===== src/sv/vnfbm_pkg.sv =====
`timescale 1ns / 1ps
package vnfbm_pkg;

   localparam int GRID_RES_DEF = 64;
   localparam int MAX_OCT_DEF  = 8;

   // field widths
   localparam int PW  = 30;   // sample position, Q.16, below 2^30 for any grid
   localparam int AW  = 32;   // amplitude, Q20.12, saturated
   localparam int FQW = 48;   // frequency, Q36.12, saturated
   localparam int TW  = 52;   // weighted noise sum, room for 16 octaves
   localparam int SW  = 37;   // amplitude sum, room for 16 octaves
   localparam int NW  = 5;    // octave count after clamping
   localparam int DW  = 16;   // density

   localparam logic [31:0] HASH_X   = 32'd1087;
   localparam logic [31:0] HASH_Y   = 32'd2311;
   localparam logic [31:0] HASH_Z   = 32'd4513;
   localparam logic [31:0] HASH_OFS = 32'd12345;
   localparam logic [31:0] HASH_MUL = 32'h045d9f3b;

   localparam logic [AW-1:0]  AMP_INIT  = AW'(2048);
   localparam logic [AW-1:0]  AMP_ONE   = AW'(1);
   localparam logic [FQW-1:0] FREQ_INIT = FQW'(4096);

   typedef enum logic [2:0] {
      CSR_MODE  = 3'd0,
      CSR_SCALE = 3'd1,
      CSR_OCT   = 3'd2,
      CSR_LAC   = 3'd3,
      CSR_GAIN  = 3'd4
   } csr_index_type;

   localparam logic        MODE_RST  = 1'b1;
   localparam logic [23:0] SCALE_RST = 24'd65536;
   localparam logic [3:0]  OCT_RST   = 4'd4;
   localparam logic [15:0] LAC_RST   = 16'd8192;
   localparam logic [15:0] GAIN_RST  = 16'd2048;

   typedef struct packed {
      logic [2:0][PW-1:0] pos;
      logic [AW-1:0]      amp;
      logic [FQW-1:0]     freq;
      logic [TW-1:0]      total;
      logic [SW-1:0]      sum;
      logic [NW-1:0]      oct_n;
      logic               mode;
   } oct_bus_type;

endpackage


===== src/sv/vnfbm_divider.sv =====
`timescale 1ns / 1ps
module vnfbm_divider (
   input  logic                      clock,
   input  logic                      reset,
   input  logic                      en,
   input  logic                      in_vld,
   input  logic [vnfbm_pkg::TW-1:0]  total,
   input  logic [vnfbm_pkg::SW-1:0]  sum,
   output logic                      out_vld,
   output logic [vnfbm_pkg::DW-1:0]  quo
);

   localparam int TW = vnfbm_pkg::TW;
   localparam int SW = vnfbm_pkg::SW;
   localparam int DW = vnfbm_pkg::DW;

   // one quotient bit per cell, most significant first; the quotient is a
   // weighted mean of 16-bit values so it never needs more than DW bits
   logic [DW-1:0]          vld_ff;
   logic [TW-1:0]          rem_ff [DW];
   logic [SW-1:0]          dsr_ff [DW];
   logic [DW-1:0]          quo_ff [DW];
   logic [DW-1:0]          zero_ff;

   logic [TW-1:0]          rem_src [DW];
   logic [SW-1:0]          dsr_src [DW];
   logic [DW-1:0]          quo_src [DW];
   logic [TW-1:0]          trial   [DW];
   logic [TW-1:0]          rem_in  [DW];
   logic [DW-1:0]          quo_in  [DW];

   always_comb begin
      for (int j = 0; j < DW; j++) begin
         rem_src[j] = (j == 0) ? total : rem_ff[(j == 0) ? 0 : j-1];
         dsr_src[j] = (j == 0) ? sum : dsr_ff[(j == 0) ? 0 : j-1];
         quo_src[j] = (j == 0) ? '0 : quo_ff[(j == 0) ? 0 : j-1];
         trial[j] = TW'(dsr_src[j]) << (DW - 1 - j);
         rem_in[j] = rem_src[j];
         quo_in[j] = quo_src[j];
         if (trial[j] <= rem_src[j]) begin
            rem_in[j] = rem_src[j] - trial[j];
            quo_in[j][DW-1-j] = 1'b1;
         end
      end
   end

   always_ff @(posedge clock) begin
      if (reset) begin
         vld_ff <= '0;
      end else if (en) begin
         vld_ff <= {vld_ff[DW-2:0], in_vld};
      end
   end

   always_ff @(posedge clock) begin
      if (en) begin
         zero_ff <= {zero_ff[DW-2:0], (sum == '0)};
         for (int j = 0; j < DW; j++) begin
            rem_ff[j] <= rem_in[j];
            dsr_ff[j] <= dsr_src[j];
            quo_ff[j] <= quo_in[j];
         end
      end
   end

   assign out_vld = vld_ff[DW-1];
   assign quo     = zero_ff[DW-1] ? '0 : quo_ff[DW-1];

endmodule


===== config.mk =====
export PLATFORM = sky130hd
export DESIGN_NAME = vnfbm_divider
export DESIGN_NICKNAME = d
export VERILOG_FILES = /design/src/sv/vnfbm_pkg.sv /design/src/sv/vnfbm_divider.sv
export SDC_FILE = /design/constraint.sdc
export NUM_CORES = 2
export LEC_CHECK = 0
export BUFFER_PORTS_ARGS = -buffer_cell sky130_fd_sc_hd__buf_4
export CORE_ASPECT_RATIO = 0.5
export CORE_MARGIN = 4
export CORE_UTILIZATION = 25
export CTS_CLUSTER_SIZE = 30
export DETAILED_ROUTE_END_ITERATION = 10
export HOLD_SLACK_MARGIN = 0.1
export PLACE_DENSITY = 0.5
export SLEW_MARGIN = 20
export SYNTH_ARGS = -nofsm -noshare
export SYNTH_HDL_FRONTEND = slang
export SYNTH_SLANG_ARGS = --single-unit

===== constraint.sdc =====
create_clock -name clock -period 7.52 [get_ports clock]
set_input_delay 0 -clock clock [delete_from_list [all_inputs] [get_ports clock]]
set_output_delay 0 -clock clock [all_outputs]
set_load 0.005 [all_outputs]

## Word level (Yosys, flattened, before mapping)

Memory sizes are Yosys's and may differ from the RTL's.
Cells that the tools add are included.

- Add/sub/neg operators: 16
- Multiply operators: 0
- Divide/modulo/power cells: 0
- $lt $le $gt $ge: 16
- Equal/unequal tests: 0
- Shift operators: 0
- Mux-type cells: 35
- Bitwise operators: 0
- Reduce and logical (&&, ||, !) cells: 1

Operator list:

| kind | count |
|---|---|
| $mux 52 | 16 |
| $le 37x52->1 | 1 |
| $le 38x52->1 | 1 |
| $le 39x52->1 | 1 |
| $le 40x52->1 | 1 |
| $le 41x52->1 | 1 |
| $le 42x52->1 | 1 |
| $le 43x52->1 | 1 |
| $le 44x52->1 | 1 |
| $le 45x52->1 | 1 |
| $le 46x52->1 | 1 |
| $le 47x52->1 | 1 |
| $le 48x52->1 | 1 |
| $le 49x52->1 | 1 |
| $le 50x52->1 | 1 |
| $le 51x52->1 | 1 |
| $le 52x52->1 | 1 |
| $sub 52x37->52 | 1 |
| $sub 52x38->52 | 1 |
| $sub 52x39->52 | 1 |
| $sub 52x40->52 | 1 |
| $sub 52x41->52 | 1 |
| $sub 52x42->52 | 1 |
| $sub 52x43->52 | 1 |
| 12 further kinds | 29 |

- Bits in registers: 32
- Latch bits: 0
- Memory bits (writable): 1680
- Bits in read-only memories: 0
- Input port bits: 93
- Output and inout bits: 17
- Logic and storage cells: 73
- Memories kept: 3

Memory list:

| name | depth | width | read ports | clocked after Yosys merged registers in | write ports | RTL line | text |
|---|---|---|---|---|---|---|---|
| rem_ff | 16 | 52 | 15 | 0 | 16 | vnfbm_divider.sv:20 | `logic [TW-1:0] rem_ff [DW];` |
| dsr_ff | 16 | 37 | 15 | 0 | 16 | vnfbm_divider.sv:21 | `logic [SW-1:0] dsr_ff [DW];` |
| quo_ff | 16 | 16 | 16 | 0 | 16 | vnfbm_divider.sv:22 | `logic [DW-1:0] quo_ff [DW];` |

## Longest topological paths before layout

An unclocked memory read counts as a cell.

- Depth after elaboration: 3
- Depth in mapped cells: 16
- Depth with buffers taken out: 14

## Worst setup path before layout

Ideal clock, no wire load.

- Path type: register to register
- Start: memory rem_ff[0][14]
- End: memory rem_ff[1][30] (netlist: rem_ff[0][82]), data pin
- Library setup time: 0.262 ns
- Arrival: 3.265 ns
- Slack: 3.992 ns
- Stages on the path, launching flop included: 16
- Cell sequence: edfxtp_1 -> inv_1 -> ha_1 -> inv_1 -> fa_1 -> a211oi_1 -> o21a_1 -> nor3_1 -> a211o_1 -> nor4_1 -> nor3_1 -> nor3_1 -> o41a_1 -> buf_2 -> buf_2 -> mux2_1

RTL lines:

| what | RTL line |
|---|---|
| start, declared | vnfbm_divider.sv:20 |

==> Flow_metrics.wiki <==
{| class="wikitable"
! Metric !! Value
|-
| Max Clock Freq || ~220 MHz
|-
| IO buf count || approximately 110
|-
| Final hold violations || 0
|-
| Routed wire length || about 210 mm
|-
| Starting DRT DRC Count || around 3400
|-
| Crit path launch type || flop
|-
| Launch point of the critical path || rem_ff[0][385]
|-
| Number of buffers created by CTS || 170
|-
| I/O pin count || 110
|-
| Data arrival, critical path || approximately 5200 ps
|-
| Initial Util || 0.2519
|-
| Register-to-register setup slack || between 2000 and 3000 ps
|-
| Number of sinks handled by clock tree synthesis || about 1500
|-
| Worst path setup slack after routing || approximately 2900 ps
|-
| Remaining global-route overflow || 0
|-
| Kind of cell adding the most delay to the critical path || compound AO/OA/AOI/OAI gates
|-
| Largest cells by area after synthesis || sky130_fd_sc_hd__edfxtp_1 (51%), sky130_fd_sc_hd__ha_1 (8.5%), sky130_fd_sc_hd__a21oi_1 (4.6%), sky130_fd_sc_hd__xnor2_1 (3.4%), sky130_fd_sc_hd__inv_1 (3.2%)
|-
| Average detailed-routed wire length per instance || ~16 um
|-
| Result of the run || finished, final reports clean
|-
| Terminus of the critical flop-to-flop path || rem_ff[1][49]
|-
| Number of register bits inferred by synthesis || around 1500
|-
| Horizontal die dimension || about 840 um
|-
| Mean number of vias per cell || 4.543
|-
| Largest fanout of any net on the critical path || 35
|-
| Max rail drop VDD || roughly 0.17 mV
|-
| Clock tree from TritonCTS || done
|-
| Ant diodes || 0
|-
| Count of antenna-violating nets left after detailed routing || 0
|-
| Cell type of the slowest stage on the worst timing path || sky130_fd_sc_hd__nor3_1
|-
| Count of vias placed by the detailed router || ~60000
|-
| Wire length of the first global-routing pass || between 300 and 400 mm
|-
| Clock transition at the registers of the reported paths || 60 ps
|-
| Relative slew margins || 0.3086
|-
| Hold path start || total[28]
|-
| Final number of max-transition violations || 0
|-
| DRC errors left || 0
|-
| Global routing usage summed across all routing layers || 0.1162
|-
| Layout cell share with drive strength beyond 1 || 0.05848
|-
| Number of cells traversed by the worst register-to-register path || 14
|-
| Clock Skew || around 53 ps
|-
| M1 WL || 99.05 mm
|-
| Global placer's final weighted congestion || between 0.8 and 0.9
|-
| Nets@finish || ~9100
|-
| Setup violators final || 0
|-
| Share of the yosys chip area belonging to registers || 0.5186
|-
| Synthesized Nets || slightly below 9000
|-
| Number of synthesized flops with an enable pin || 1487
|-
| Largest net degree at the start of global routing || approximately 160
|-
| Max-cap violations || 0
|-
| Combined buffer and inverter count along the critical path || 3
|-
| Die Span Y || around 420 um
|-
| Number of rows in the core area || roughly 150
|-
| PwrDens || 373.7 nW/um^2
|-
| Critical path required time || 8100 ps
|-
| Type of destination of the critical path || flop
|-
| Via count of the first global-routing pass || ~60000
|-
| Growth of design area from synthesis to finish || 15.29%
|-
| Static power due to leakage || approximately 40 nW
|-
| Total met3 wirelength after detailed routing || 7.096 mm
|-
| Highest routing layer actually used || met4
|-
| Deepest level of the CTS H-tree || 4
|-
| Number of buffers inserted to repair setup after CTS || 0
|-
| Overall power consumption || 37.36 mW
|-
| Most used flip-flop cell after synthesis || sky130_fd_sc_hd__edfxtp_1
|-
| Antenna violations before repair || 0
|-
| Critical Path End || rem_ff[1][49]
|-
| Critical Path Max Stage Delay || ~600 ps
|-
| Reg2Reg Launch Point || rem_ff[0][385]
|-
| Cell with the most instances after synthesis || sky130_fd_sc_hd__edfxtp_1
|-
| Transition time at the pin with the least slew margin || about 1000 ps
|-
| YS warnings || 0
|-
| Post-Place Setup Slack || ~2900 ps
|-
| Longest Clk Path Bufs || 4
|-
| Avg Cell Area, Syn || about 11 um^2
|-
| CTS root buf || sky130_fd_sc_hd__clkbuf_16
|-
| Gates resized, CTS repair || 0
|-
| Area enclosed by the die boundary || ~360000 um^2
|-
| Hpwl dp || between 150 and 200 mm
|-
| RSZ-0062 raised after global routing || false
|-
| Distinct cell type count after synthesis || 107
|-
| Dominant cell type by area after synthesis || sky130_fd_sc_hd__edfxtp_1
|-
| Worst path cell trace || ha_1, and4_1, nand3_1, nor3_1, o21ai_1, a31oi_1, o21ai_1, a21oi_1, a21boi_2, buf_4, inv_2, buf_4, nand4b_1, xnor2_1
|-
| Most frequent cells after synthesis || sky130_fd_sc_hd__edfxtp_1 (1487), sky130_fd_sc_hd__a21oi_1 (795), sky130_fd_sc_hd__inv_1 (739), sky130_fd_sc_hd__nor2_1 (647), sky130_fd_sc_hd__ha_1 (592)
|-
| Total iterations of the first detailed-routing run || 6
|-
| Top cell type's share of synthesized area || 0.5149
|-
| Instance area at placement || about 93000 um^2
|-
| Minimum clock period || around 4600 ps
|-
| Setup TNS || 0 ps
|-
| Synthesized instance count || between 8000 and 9000
|-
| Critical Path Stages || 14
|-
| Clock latency of the later-clocked register in the worst-skew pair || between 800 and 900 ps
|-
| Proportion of synthesized flip-flops having asynchronous set or reset || 0
|-
| Share of the cycle needed by the critical path after routing || 0.6159
|-
| Post-synthesis instance area || 86720 um^2
|-
| Routed met2 length || 97.78 mm
|-
| Final standard cell area without fillers || 99980 um^2
|-
| WS Path Type || reg2reg
|-
| Core region area || 344200 um^2
|-
| Min-Delay Path Class || in2reg
|}
-- per-layer routing --
metal | vias to the layer above | global-route usage
met1 | 27840 | 0.1527
met4 | 0 | 0.04405
met3 | 401 | 0.01460
li1 | 30280 | -
met5 | - | 0
met2 | 1086 | 0.1955
-- layout by cell type, fill, tap and decap left out, types with 17 or more instances in the layout --
cell	count
sky130_fd_sc_hd__nor2b_1	93
sky130_fd_sc_hd__a21o_1	312
sky130_fd_sc_hd__a211oi_1	63
sky130_fd_sc_hd__nand4_1	145
sky130_fd_sc_hd__buf_4	144
sky130_fd_sc_hd__mux2i_1	22
sky130_fd_sc_hd__o211ai_1	44
sky130_fd_sc_hd__mux2_2	57
sky130_fd_sc_hd__nor3_1	112
sky130_fd_sc_hd__nand3_1	129
sky130_fd_sc_hd__and2_1	22
sky130_fd_sc_hd__nand2b_1	81
sky130_fd_sc_hd__or4_1	21
sky130_fd_sc_hd__xor2_1	252
sky130_fd_sc_hd__and3_1	55
sky130_fd_sc_hd__o21ai_0	400
sky130_fd_sc_hd__or3_1	33
sky130_fd_sc_hd__xnor2_1	334
sky130_fd_sc_hd__or2_2	22
sky130_fd_sc_hd__o31ai_1	42
sky130_fd_sc_hd__o21a_1	88
sky130_fd_sc_hd__a211o_1	32
sky130_fd_sc_hd__clkbuf_1	42
sky130_fd_sc_hd__edfxtp_1	1487
sky130_fd_sc_hd__nand2_1	557
sky130_fd_sc_hd__dlygate4sd3_1	199
sky130_fd_sc_hd__nor4_1	68
sky130_fd_sc_hd__mux2_1	46
sky130_fd_sc_hd__clkinv_1	43
sky130_fd_sc_hd__inv_1	739
sky130_fd_sc_hd__clkbuf_16	172
sky130_fd_sc_hd__a31oi_1	62
sky130_fd_sc_hd__ha_1	592
sky130_fd_sc_hd__a21oi_1	795
sky130_fd_sc_hd__a21boi_0	17
sky130_fd_sc_hd__nor2_1	646
sky130_fd_sc_hd__o21ai_1	79
sky130_fd_sc_hd__o21bai_1	66
-- through the flow --
step             util  hold WS, ps  cells
5_1_grt        0.2904        136.4  13120
4_1_cts        0.2904        105.4  13120
2_1_floorplan       -        98.87   8107
6_report       0.2904        162.9  13120
3_3_place_gp   0.2695        187.6  12630
3_5_place_dp   0.2695        191.0  12630
-- sequential cells by signal, indices dropped and copies added (netlist names) --
name,flops
quo_ff,136
dsr_ff,555
rem_ff,780
zero_ff,16
vld_ff,16
-- worst min-delay path, stage by stage --
cell                            delay [ps]
sky130_fd_sc_hd__dlygate4sd3_1         540
sky130_fd_sc_hd__buf_4                 150
sky130_fd_sc_hd__nor2_1                 50
sky130_fd_sc_hd__a21oi_1               120
-- repair_timing --
action | in CTS | in global routing
endpoints found under the hold margin | 630 | 0
endpoints found under the setup margin | 0 | 0
hold buffers | 199 | 0
-- how the worst min path moves through the flow --
stage,endpoint,slack [ps],cells after the start
final,rem_ff[0][28],160,4
after global routing,rem_ff[0][27],140,3
after CTS,rem_ff[0][28],110,4
after detailed placement,rem_ff[0][3],190,1
after global placement,rem_ff[0][7],190,1
after floorplan,dsr_ff[0][0],100,0
-- layout make-up --
type | count | area (um^2)
timing repair buffer | 350 | 3221
tap | 4620 | 5781
clock buffer | 215 | 4476
multi-input combinational | 5609 | 37990
inverter | 743 | 2789
sequential | 1503 | 44970
clock inverter | 79 | 747.0
fill | 35610 | 244300
-- power breakdown --
part	switching, mW	leakage [nW]	internal, mW
combinational	9.15	21.7	6.71
sequential	1.31	14.6	12.1
clock	3.36	2.53	4.69
-- cells by family (layout without fill, tap and decap cells) --
logic type,after synthesis,in the layout,share of synthesized area
AOI/OAI and AO/OA,2205,2205,0.1579
and+or+nand+nor,2086,2086,0.1155
DFF,1503,1503,0.5186
buffers and inverters,995,1387,0.04396
adders and majority gates,607,607,0.08888
xor gates and xnor gates,586,586,0.05919
muxes,125,125,0.01592
(Power assumes the default switching activity.)
